## src/sv/clx_pkg.sv

```systemverilog
// Shared types, character constants and character class functions for the
// command line lexer. No dependencies.
package clx_pkg;

    localparam int MaxRes = 3;

    typedef logic [7:0] t_char;
    typedef logic [1:0] t_count;

    typedef enum logic [1:0] {
        KIND_CHAR = 2'd0,
        KIND_DONE = 2'd1,
        KIND_ERR  = 2'd2
    } t_kind;

    typedef enum logic [2:0] {
        TT_IDENT  = 3'd0,
        TT_NUMBER = 3'd1,
        TT_STRING = 3'd2,
        TT_PATH   = 3'd3,
        TT_DASH   = 3'd4,
        TT_EQUALS = 3'd5
    } t_ttype;

    typedef struct packed {
        t_kind  kind;
        t_char  ch;
        t_ttype tt;
    } t_result;

    // All results caused by one character, in order, before serialization.
    typedef struct packed {
        t_count               cnt;
        t_result [MaxRes-1:0] res;
    } t_lex_out;

    localparam t_char CH_NUL    = 8'h00;
    localparam t_char CH_TAB    = 8'h09;
    localparam t_char CH_CR     = 8'h0D;
    localparam t_char CH_SPACE  = 8'h20;
    localparam t_char CH_QUOTE  = 8'h22;
    localparam t_char CH_STAR   = 8'h2A;
    localparam t_char CH_DASH   = 8'h2D;
    localparam t_char CH_DOT    = 8'h2E;
    localparam t_char CH_SLASH  = 8'h2F;
    localparam t_char CH_ZERO   = 8'h30;
    localparam t_char CH_NINE   = 8'h39;
    localparam t_char CH_EQ     = 8'h3D;
    localparam t_char CH_QUEST  = 8'h3F;
    localparam t_char CH_UP_A   = 8'h41;
    localparam t_char CH_UP_Z   = 8'h5A;
    localparam t_char CH_USCORE = 8'h5F;
    localparam t_char CH_LO_A   = 8'h61;
    localparam t_char CH_LO_Z   = 8'h7A;
    localparam t_char CaseDelta = 8'h20;

    function automatic logic is_upper(input t_char c);
        return (c >= CH_UP_A) && (c <= CH_UP_Z);
    endfunction

    function automatic logic is_letter(input t_char c);
        return is_upper(c) || ((c >= CH_LO_A) && (c <= CH_LO_Z));
    endfunction

    function automatic logic is_digit(input t_char c);
        return (c >= CH_ZERO) && (c <= CH_NINE);
    endfunction

    function automatic logic is_space(input t_char c);
        return (c == CH_SPACE) || ((c >= CH_TAB) && (c <= CH_CR));
    endfunction

    function automatic t_char to_lower(input t_char c);
        return is_upper(c) ? t_char'(c + CaseDelta) : c;
    endfunction

    function automatic t_result mk_result(input t_kind k, input t_char c, input t_ttype t);
        t_result r;
        r.kind = k;
        r.ch   = c;
        r.tt   = t;
        return r;
    endfunction

endpackage

```

## src/sv/clx_in_if.sv

```systemverilog
// Input channel of the command line lexer: one character item per handshake.
// No dependencies.
interface clx_in_if;
    logic       valid;
    logic       ready;
    logic       first_char;
    logic [7:0] char_code;

    modport source (output valid, output first_char, output char_code, input ready);
    modport sink   (input valid, input first_char, input char_code, output ready);
endinterface

```

## src/sv/clx_out_if.sv

```systemverilog
// Output channel of the command line lexer: one result item per handshake.
// No dependencies.
interface clx_out_if;
    logic       valid;
    logic       ready;
    logic [1:0] result_kind;
    logic [7:0] char_out;
    logic [2:0] token_type;
    logic       last_result;

    modport source (output valid, output result_kind, output char_out,
                    output token_type, output last_result, input ready);
    modport sink   (input valid, input result_kind, input char_out,
                    input token_type, input last_result, output ready);
endinterface

```

## src/sv/clx_core.sv

```systemverilog
// Lexer mode register and the combinational decode of one character into up
// to three results. Depends on clx_pkg.
module clx_core (
    input  logic              i_clk,
    input  logic              i_rst_n,
    input  logic              i_load,
    input  logic              i_first_char,
    input  clx_pkg::t_char    i_char_code,
    output clx_pkg::t_lex_out o_lex
);
    import clx_pkg::*;

    typedef enum logic [2:0] {
        MODE_IDLE  = 3'd0,
        MODE_IDENT = 3'd1,
        MODE_INT   = 3'd2,
        MODE_FRAC  = 3'd3,
        MODE_STR   = 3'd4,
        MODE_PATH  = 3'd5,
        MODE_DASH  = 3'd6
    } t_mode;

    t_mode   r_mode;
    t_mode   n_mode;
    t_mode   eff_mode;
    t_mode   id_mode;
    t_count  id_n;
    t_result id0;
    t_result id1;
    logic    pre_v;
    t_result pre;
    logic    own_v;
    t_result own;
    logic    use_idle;
    t_count  sec_n;
    t_result sec0;
    t_result sec1;
    t_char   c;

    assign c        = i_char_code;
    assign eff_mode = i_first_char ? MODE_IDLE : r_mode;

    // How the character is handled in idle mode, either directly or after a
    // token it terminates has been completed.
    always_comb begin
        id_mode = MODE_IDLE;
        id_n    = 2'd0;
        id0     = mk_result(KIND_CHAR, c, TT_IDENT);
        id1     = mk_result(KIND_CHAR, c, TT_IDENT);
        if (is_letter(c) || (c == CH_STAR) || (c == CH_QUEST)) begin
            id_mode = MODE_IDENT;
            id_n    = 2'd1;
            id0.ch  = to_lower(c);
        end else if (is_digit(c)) begin
            id_mode = MODE_INT;
            id_n    = 2'd1;
        end else if (c == CH_QUOTE) begin
            id_mode = MODE_STR;
        end else if ((c == CH_SLASH) || (c == CH_DOT)) begin
            id_mode = MODE_PATH;
            id_n    = 2'd1;
        end else if (is_space(c)) begin
            id_mode = MODE_IDLE;
        end else if (c == CH_DASH) begin
            id_mode = MODE_DASH;
            id_n    = 2'd1;
        end else if (c == CH_EQ) begin
            id_n = 2'd2;
            id1  = mk_result(KIND_DONE, CH_NUL, TT_EQUALS);
        end else begin
            id0  = mk_result(KIND_ERR, c, TT_IDENT);
            id_n = 2'd1;
        end
    end

    // Per-mode handling: an optional completion first, then either at most one own
    // character result or the idle handling of the same character.
    always_comb begin
        n_mode   = eff_mode;
        pre_v    = 1'b0;
        pre      = mk_result(KIND_DONE, CH_NUL, TT_IDENT);
        own_v    = 1'b0;
        own      = mk_result(KIND_CHAR, c, TT_IDENT);
        use_idle = 1'b0;
        case (eff_mode)
            MODE_IDENT: begin
                if (is_letter(c) || is_digit(c) || (c == CH_USCORE) || (c == CH_DOT)
                    || (c == CH_STAR)) begin
                    own_v  = 1'b1;
                    own.ch = to_lower(c);
                end else begin
                    pre_v    = 1'b1;
                    use_idle = 1'b1;
                end
            end
            MODE_INT: begin
                if (is_digit(c)) begin
                    own_v = 1'b1;
                end else if (c == CH_DOT) begin
                    own_v  = 1'b1;
                    n_mode = MODE_FRAC;
                end else if (is_letter(c)) begin
                    own_v  = 1'b1;
                    n_mode = MODE_IDENT;
                end else begin
                    pre_v    = 1'b1;
                    pre.tt   = TT_NUMBER;
                    use_idle = 1'b1;
                end
            end
            MODE_FRAC: begin
                if (is_digit(c)) begin
                    own_v = 1'b1;
                end else begin
                    pre_v    = 1'b1;
                    pre.tt   = TT_NUMBER;
                    use_idle = 1'b1;
                end
            end
            MODE_STR: begin
                if (c != CH_QUOTE) begin
                    own_v = 1'b1;
                end else begin
                    pre_v  = 1'b1;
                    pre.tt = TT_STRING;
                    n_mode = MODE_IDLE;
                end
            end
            MODE_PATH: begin
                if (!is_space(c)) begin
                    own_v = 1'b1;
                end else begin
                    pre_v  = 1'b1;
                    pre.tt = TT_PATH;
                    n_mode = MODE_IDLE;
                end
            end
            MODE_DASH: begin
                if (is_digit(c)) begin
                    own_v  = 1'b1;
                    n_mode = MODE_INT;
                end else if (is_letter(c)) begin
                    pre_v    = 1'b1;
                    pre.tt   = TT_DASH;
                    use_idle = 1'b1;
                end
            end
            default: begin
                use_idle = 1'b1;
            end
        endcase

        if (use_idle) begin
            n_mode = id_mode;
            sec_n  = id_n;
            sec0   = id0;
            sec1   = id1;
        end else begin
            sec_n = own_v ? 2'd1 : 2'd0;
            sec0  = own;
            sec1  = own;
        end

        if (pre_v) begin
            o_lex.cnt    = t_count'(sec_n + 2'd1);
            o_lex.res[0] = pre;
            o_lex.res[1] = sec0;
            o_lex.res[2] = sec1;
        end else begin
            o_lex.cnt    = sec_n;
            o_lex.res[0] = sec0;
            o_lex.res[1] = sec1;
            o_lex.res[2] = sec1;
        end
    end

    always_ff @(posedge i_clk) begin
        if (!i_rst_n) begin
            r_mode <= MODE_IDLE;
        end else if (i_load) begin
            r_mode <= n_mode;
        end
    end

endmodule

```

## src/sv/clx_outbuf.sv

```systemverilog
// Result register that holds all results of one character and hands them
// out one per handshake. Depends on clx_pkg.
module clx_outbuf (
    input  logic              i_clk,
    input  logic              i_rst_n,
    input  clx_pkg::t_lex_out i_lex,
    input  logic              i_in_valid,
    output logic              o_in_ready,
    output logic              o_load,
    output logic              o_valid,
    input  logic              i_ready,
    output clx_pkg::t_kind    o_kind,
    output clx_pkg::t_char    o_char,
    output clx_pkg::t_ttype   o_ttype,
    output logic              o_last
);
    import clx_pkg::*;

    t_result [MaxRes-1:0] r_res;
    t_count               r_cnt;
    t_count               r_idx;
    t_result              cur;
    logic                 last;
    logic                 fire_out;

    always_comb begin
        case (r_idx)
            2'd0:    cur = r_res[0];
            2'd1:    cur = r_res[1];
            2'd2:    cur = r_res[2];
            default: cur = r_res[0];
        endcase
    end

    assign last       = (r_idx == t_count'(r_cnt - 2'd1));
    assign o_valid    = (r_cnt != 2'd0);
    assign fire_out   = o_valid && i_ready;
    assign o_in_ready = (r_cnt == 2'd0) || (fire_out && last);
    assign o_load     = i_in_valid && o_in_ready;

    assign o_kind  = cur.kind;
    assign o_char  = cur.ch;
    assign o_ttype = cur.tt;
    assign o_last  = last;

    always_ff @(posedge i_clk) begin
        if (!i_rst_n) begin
            r_cnt <= 2'd0;
            r_idx <= 2'd0;
        end else if (o_load) begin
            r_cnt <= i_lex.cnt;
            r_idx <= 2'd0;
        end else if (fire_out) begin
            if (last) begin
                r_cnt <= 2'd0;
                r_idx <= 2'd0;
            end else begin
                r_idx <= t_count'(r_idx + 2'd1);
            end
        end
    end

    always_ff @(posedge i_clk) begin
        if (o_load) begin
            r_res <= i_lex.res;
        end
    end

endmodule

```

## src/sv/command_line_lexer.sv

```systemverilog
// Top level of the command line lexer: mode decode plus result serializer.
// Depends on clx_pkg, clx_in_if, clx_out_if, clx_core and clx_outbuf.
//
// Usage:
// The input channel i_in carries one character per item, with first_char set
// on the first character of each command; that flag returns the lexer to idle
// mode before the character is decoded. The host appends a trailing space so
// that the last token of a line is completed.
// The output channel o_out carries one result per item: a token character, a
// token completion with its type, or a lexical error. One input character
// causes zero to three results; last_result marks the final one of them.
// A character is decoded in the cycle it is accepted and all of its results
// are written into the result register at that edge, so the first result is
// offered in the cycle after acceptance. The results are then handed out one per
// cycle while o_out.ready is high.
// Throughput: a character that causes zero results is taken every cycle, one
// with one result every cycle while o_out.ready is high; one with more results
// is held until its last result is taken, when the next character is accepted.
// If the receiver stalls, the current result holds and input stalls once the
// result register is full. Reset returns the lexer to idle mode and discards
// any pending results. Characters of a token that is never completed must be
// dropped by the consumer.
module command_line_lexer (
    input  logic             i_clk,
    input  logic             i_rst_n,
    clx_in_if.sink           i_in,
    clx_out_if.source        o_out
);
    import clx_pkg::*;

    t_lex_out lex;
    logic     load;
    t_kind    kind;
    t_char    ch;
    t_ttype   ttype;

    // Decode of the incoming character against the current lexer mode.
    clx_core u_core (
        .i_clk        (i_clk),
        .i_rst_n      (i_rst_n),
        .i_load       (load),
        .i_first_char (i_in.first_char),
        .i_char_code  (i_in.char_code),
        .o_lex        (lex)
    );

    // Result register; it also decides when the next character may enter.
    clx_outbuf u_outbuf (
        .i_clk      (i_clk),
        .i_rst_n    (i_rst_n),
        .i_lex      (lex),
        .i_in_valid (i_in.valid),
        .o_in_ready (i_in.ready),
        .o_load     (load),
        .o_valid    (o_out.valid),
        .i_ready    (o_out.ready),
        .o_kind     (kind),
        .o_char     (ch),
        .o_ttype    (ttype),
        .o_last     (o_out.last_result)
    );

    assign o_out.result_kind = kind;
    assign o_out.char_out    = ch;
    assign o_out.token_type  = ttype;

endmodule

```

## src/flat_wrapper.sv

```systemverilog
// flat-port wrapper written by rule: the top's interface ports become plain ports
module command_line_lexer_flat import clx_pkg::*;
  (i_clk, i_rst_n, i_in_valid, i_in_first_char, i_in_char_code, i_in_ready, o_out_valid, o_out_result_kind, o_out_char_out, o_out_token_type, o_out_last_result, o_out_ready);
  clx_in_if i_in_i ();
  clx_out_if o_out_i ();
  input  logic i_clk;
  input  logic i_rst_n;
  input wire logic [$bits(i_in_i.valid)-1:0] i_in_valid;
  input wire logic [$bits(i_in_i.first_char)-1:0] i_in_first_char;
  input wire logic [$bits(i_in_i.char_code)-1:0] i_in_char_code;
  output wire logic [$bits(i_in_i.ready)-1:0] i_in_ready;
  output wire logic [$bits(o_out_i.valid)-1:0] o_out_valid;
  output wire logic [$bits(o_out_i.result_kind)-1:0] o_out_result_kind;
  output wire logic [$bits(o_out_i.char_out)-1:0] o_out_char_out;
  output wire logic [$bits(o_out_i.token_type)-1:0] o_out_token_type;
  output wire logic [$bits(o_out_i.last_result)-1:0] o_out_last_result;
  input wire logic [$bits(o_out_i.ready)-1:0] o_out_ready;
  assign i_in_i.valid = i_in_valid;
  assign i_in_i.first_char = i_in_first_char;
  assign i_in_i.char_code = i_in_char_code;
  assign i_in_ready = i_in_i.ready;
  assign o_out_valid = o_out_i.valid;
  assign o_out_result_kind = o_out_i.result_kind;
  assign o_out_char_out = o_out_i.char_out;
  assign o_out_token_type = o_out_i.token_type;
  assign o_out_last_result = o_out_i.last_result;
  assign o_out_i.ready = o_out_ready;
  command_line_lexer u_core (.i_clk(i_clk), .i_rst_n(i_rst_n), .i_in(i_in_i), .o_out(o_out_i));
endmodule
```

## config.mk

```make
export PLATFORM = sky130hd
export DESIGN_NAME = command_line_lexer_flat
export DESIGN_NICKNAME = d
export VERILOG_FILES = /design/src/sv/clx_pkg.sv /design/src/sv/clx_in_if.sv /design/src/sv/clx_out_if.sv /design/src/sv/clx_core.sv /design/src/sv/clx_outbuf.sv /design/src/sv/command_line_lexer.sv /design/src/flat_wrapper.sv
export SDC_FILE = /design/constraint.sdc
export NUM_CORES = 1
export LEC_CHECK = 0
export BUFFER_PORTS_ARGS = -buffer_cell sky130_fd_sc_hd__buf_2
export CAP_MARGIN = 20
export CORE_UTILIZATION = 60
export DETAILED_ROUTE_END_ITERATION = 8
export GPL_ROUTABILITY_DRIVEN = 0
export PLACE_DENSITY = 0.77
export SLEW_MARGIN = 5
export SYNTH_ARGS = -nofsm -noshare
export SYNTH_HDL_FRONTEND = slang
export SYNTH_SLANG_ARGS = --single-unit
```

## constraint.sdc

```tcl
create_clock -name i_clk -period 5.92 [get_ports i_clk]
set_clock_uncertainty 0.2 [all_clocks]
set_input_delay 1.184 -clock i_clk [delete_from_list [all_inputs] [get_ports i_clk]]
set_output_delay 1.184 -clock i_clk [all_outputs]
set_load 0.02 [all_outputs]
```

Word-level counts from Yosys, hierarchy flattened
Index checks and enable logic that the tools add are counted.

Bitwise logic cells: 1. Mux-type cells: 78. Reductions and logical operators: 25. Add/sub/neg operators: 4. Eq/ne operators: 19. Magnitude comparators: 8.

Operators with widths (count): two-way mux 13 bit (8); two-way mux 12 bit (7); == test 8 x 6 -> 1 bit, second input constant (8); two-way mux 3 bit (17); two-way mux 41 bit (1); two-way mux 8 bit (4); two-way mux 2 bit (15); case mux 13 bit (2 select lines) (1); two-way mux 1 bit (20); greater-or-equal comparator 8 x 7 -> 1 bit, second input constant (2); less-or-equal comparator 8 x 7 -> 1 bit, second input constant (2); case mux 3 bit (5 select lines) (1); case mux 3 bit (4 select lines) (1); logical OR 1 bit (10); case mux 1 bit (5 select lines) (2); == test 3 bit, second input constant (3); adder 8 x 6 -> 8 bit, second input constant (1); == test 8 x 7 -> 1 bit, second input constant (1); greater-or-equal comparator 8 x 4 -> 1 bit, second input constant (1); greater-or-equal comparator 8 x 6 -> 1 bit, second input constant (1); less-or-equal comparator 8 x 4 -> 1 bit, second input constant (1); less-or-equal comparator 8 x 6 -> 1 bit, second input constant (1); inequality test 8 x 6 -> 1 bit, second input constant (1); logical AND 1 bit (7); other kinds (13) (19).

Flip-flop bits (word level): 46. Output and inout port bits: 16. Word-level logic and storage cells: 147. Input port bits: 13.

Logic depth before layout (Yosys ltp)
Depth in word-level cells: 14. Depth in mapped cells: 13.

By module
A second synthesis with hierarchy kept.

Cell total of the unflattened synthesis: 307. Area total of the unflattened synthesis: 2910.3 um2.

By module, submodules not included: clx_outbuf (area an instance 1711.6 um2, times used 1, sequential area each 1251.2 um2, cells each 121); clx_core (area an instance 1198.6 um2, times used 1, sequential area each 60.1 um2, cells each 186).

Worst setup path after synthesis
OpenSTA, ideal clock, no wires.

Kind: input port to flip-flop. Start: in i_in_char_code[6]. End: reg u_core.u_outbuf.r_res[16] (netlist bit), data pin. Stages: 9. Setup slack: 2.227 ns. Arrival time: 3.222 ns. Library setup time: 0.271 ns. Cells stage by stage: buf_4 > inv_1 > or3_4 > a311o_2 > a2111oi_4 > nor3b_4 > nor3_2 > and2_1 > a21boi_1.

RTL lines: start: declaration (line flat_wrapper.sv:10) `input wire logic [$bits(i_in_i.char_code)-1:0] i_in_char_code;`; end signal: assignment (line clx_outbuf.sv:65) `r_res <= i_lex.res;`; end: declaration (line clx_outbuf.sv:19) `t_result [MaxRes-1:0] r_res;`.

==> PnR_summary.wiki <==
{| class="wikitable"
! Metric !! Value
|-
| Status || finished clean
|-
| Worst Tran Pin Value || approximately 1100 ps
|-
| Clock power share || 35.5%
|-
| Number of hold violations in the final report || 0
|-
| Wire length of the first global-routing pass || 9760 um
|-
| Top-area cell type share of the netlist area || approximately 36%
|-
| Library cell with the largest summed area after synthesis || edfxtp_1
|-
| VDD IR-drop max || 0.137 mV
|-
| Ratio of final minimum period to clock period || 65.7%
|-
| Number of search-and-repair iterations in the first detailed-routing pass || 4
|-
| Relative area change from synthesis to final layout || 8.94%
|-
| Final net count || 325
|-
| Proportion of layout cells with a drive suffix above 1 || 16.6%
|-
| Critical Path Fanout Max || 11
|-
| Antenna cell count || 0
|-
| Filler instances || between 300 and 400
|-
| Die width || 68.7 um
|-
| Number of antenna violations at the first check in global routing || 0
|-
| Int Power || around 0.00054 W
|-
| Shortest clock period the worst path allows after layout || 3890 ps
|-
| Hold/Removal Path Class || flip-flop to flip-flop
|-
| Register area share after synthesis || 41.2%
|-
| Number of design-rule violations left by the first detailed-router iteration || about 230
|-
| Root cell of the clock tree || clkbuf_8
|-
| Worst setup path startpoint || i_in_char_code[5]
|-
| Endpoint kind of the worst setup timing path || flip-flop
|-
| Min Hold Slack || between 200 and 300 ps
|-
| Combinational fraction of design power || 19.2%
|-
| Via-to-Cell Ratio || 6.41
|-
| # setup viols final || 0
|-
| Reg-to-Reg End || u_core.u_outbuf.r_res[16]$_DFFE_PP_
|-
| Hold-fix buffer count after cts || 0
|-
| H-Tree Level Count || 2
|-
| Vias in the first global route || 1,995
|-
| Register bit total from synthesis || 39
|-
| Sequential cell fraction of total power || between 40% and 50%
|-
| Cell count after synthesis || 295
|-
| Mean instance size in the synthesized netlist || about 9.1 um2
|-
| I/O pin total || 29
|-
| Residual overflow from global routing || 0
|-
| Post-synth design cell area || roughly 2700 um2
|-
| Required time of the critical path || between 5000 and 6000 ps
|-
| Clock-pin slew on the worst setup and hold paths || ~80 ps
|-
| Clock sink count || 39
|-
| Setup fix buffers added after clock tree synthesis || 0
|-
| Hold path startpoint || u_core.u_outbuf.r_cnt[1]$_SDFFE_PN0P_
|-
| Setup repair after global routing missed its margin || false
|-
| Number of buffers added by the clock tree synthesis step || 5
|-
| Setup slack, reg-to-reg || between 2000 and 3000 ps
|-
| Capture point of the critical path || u_core.u_outbuf.r_res[16]$_DFFE_PP_
|-
| Area contributors post-synth || edfxtp_1 (36%), dfxtp_1 (5.2%), nand2_1 (4.4%)
|-
| Initial standard-cell utilization of the core || between 60% and 70%
|-
| Top flip-flop cell by instance count after synthesis || edfxtp_1
|-
| Area taken by flip-flops and latches || 1100 um2
|-
| Core region area || ~4100 um2
|-
| Die extent in y || 68.7 um
|-
| DRC violations left || 0
|-
| Highest Clock Rate || roughly 0.26 GHz
|-
| Crit path launch type || primary input
|-
| Placement row count || 23
|-
| Cell variety after synth || 63
|-
| Pre-CTS worst setup slack || 1720 ps
|-
| Highest-count cells in the layout ignoring fill and taps || edfxtp_1 (32), nand2_1 (31), buf_2 (28)
|-
| Fin. max-slew vios || 0
|-
| Footprint of the multi-input gates || between 1000 and 1500 um2
|-
| Clock insertion delay at the later pin of the skew report || between 200 and 300 ps
|-
| Total routing resource utilization after global routing || approximately 28%
|-
| Power per standard cell area || approximately 250 nW/um2
|-
| Clock tree from TritonCTS || done
|-
| Slew Limit Headroom || about 28%
|-
| Syn_nets || approximately 310
|-
| Most common library cell in the layout ignoring fill and taps || edfxtp_1
|-
| Max Cap Viol || 0
|-
| Static leakage power || approximately 1.1 nW
|-
| Pin count of the biggest net entering global routing || just over 40
|-
| Vias after detailed routing || ~2.3k
|-
| Die outline area || 4730 um2
|-
| Arrival time at the worst endpoint || roughly 3700 ps
|-
| Total of buffers placed on input and output ports || 28
|-
| Drt wl/cell || between 15 and 20 um
|-
| Post-CTS Resized || 0
|-
| Remaining antenna violation count after routing || 0
|-
| Number of cells on the worst reg-to-reg path || 8
|-
| Number of synthesized flops with an enable pin || 32
|-
| Critical Setup Path Class || primary input to flip-flop
|-
| Total wire length after detailed routing || around 6100 um
|-
| Switching power of the nets || between 0.00015 and 0.0002 W
|-
| Number of synthesis warnings || 0
|-
| Launch instance of the worst register-to-register path || u_core.u_core.r_mode[0]$_SDFFE_PN0P_
|-
| Total negative slack || 0 ps
|-
| Share of flip-flops with an asynchronous set or reset after synthesis || 0%
|-
| Hpwl dp || between 4000 and 5000 um
|-
| Setup slack of the critical path after layout || approximately 2000 ps
|-
| Worst-case clock buffer depth || 2
|-
| Sw frac || between 20% and 30%
|}
==> critical path: stages <==
cell and delay (ps):
buf_2 210, ha_1 230, nand2b_1 70, a21o_1 180
a311o_2 460, a2111oi_4 500, nor3b_4 170, nor3_2 330
and2_1 260, a21boi_1 100
==> flip-flops by register name, indices dropped and copies added (netlist names) <==
signal	cells
u_core.u_outbuf.r_idx	2
u_core.u_outbuf.r_cnt	2
u_core.u_core.r_mode	3
u_core.u_outbuf.r_res	32
==> power groups by stage <==
stage	Clock, W	Combinational [W]	Sequential [W]
after floorplan	0	0.000108	0.000335
after global placement	0	0.000137	0.000338
after detailed placement	0	0.000140	0.000339
after CTS	0.000260	0.000141	0.000333
after global routing	0.000271	0.000158	0.000336
final	0.000261	0.000142	0.000333
==> metrics by stage <==
step	total power, W	util, %	cells	cell area (um2)
after floorplan	0.000442	-	295	2670
after detailed placement	0.000479	67.1	350	2780
after global routing	0.000764	70.3	358	2910
after global placement	0.000475	67.1	350	2780
final	0.000736	70.3	358	2910
after CTS	0.000734	70.3	358	2910
==> cells by family (layout without fill, tap and decap cells) <==
| logic type | count (synthesis) | after routing | synth area share [%] |
|---|---|---|---|
| AO/OA/AOI/OAI | 79 | 79 | 21.7 |
| XOR/XNOR | 5 | 5 | 1.64 |
| adder cells (fa/ha/maj) | 5 | 5 | 2.34 |
| buffers and inverters | 39 | 52 | 6.23 |
| flip-flops | 39 | 39 | 41.2 |
| multiplexers | 7 | 7 | 2.62 |
| AND/OR/NAND/NOR | 121 | 121 | 24.3 |
==> cell usage after synthesis (6+ instances only) <==
cell,n
a21boi_1,6
a21oi_1,12
a22oi_1,8
and2_1,11
clkbuf_1,15
dfxtp_1,7
edfxtp_1,32
inv_1,14
mux2i_1,7
nand2_1,31
nand2b_1,6
nand3_1,9
nor2_1,26
nor2b_1,8
o21ai_0,16
==> metal layers <==
metal,vias up,wire (um),GRT usage (%)
met5,-,0,0
met4,0,61,8.16
met3,7,284,4.11
met2,87,3010,47.1
met1,1100,2740,37.7
li1,1100,-,-
==> how the worst min path moves through the flow <==
stage | to | slack (ps) | depth (start not counted)
4_1_cts | u_core.u_outbuf.r_cnt[1]$_SDFFE_PN0P_ | 270 | 1
6_report | u_core.u_outbuf.r_cnt[1]$_SDFFE_PN0P_ | 270 | 1
3_3_place_gp | u_core.u_outbuf.r_cnt[1]$_SDFFE_PN0P_ | 250 | 1
3_5_place_dp | u_core.u_outbuf.r_cnt[1]$_SDFFE_PN0P_ | 260 | 1
5_1_grt | u_core.u_outbuf.r_cnt[1]$_SDFFE_PN0P_ | 310 | 1
2_1_floorplan | u_core.u_outbuf.r_cnt[1]$_SDFFE_PN0P_ | 240 | 1
==> cell type report <==
| class | instances | area share (%) |
|---|---|---|
| Multi-Input combinational cell | 217 | 48.5 |
| Sequential cell | 39 | 37.8 |
| Timing Repair Buffer | 28 | 4.81 |
| Clock buffer | 6 | 2.49 |
| Inverter | 16 | 2.15 |
| Tap cell | 50 | 2.15 |
| Clock inverter | 2 | 2.06 |
Power figures use the tool's default switching activity.
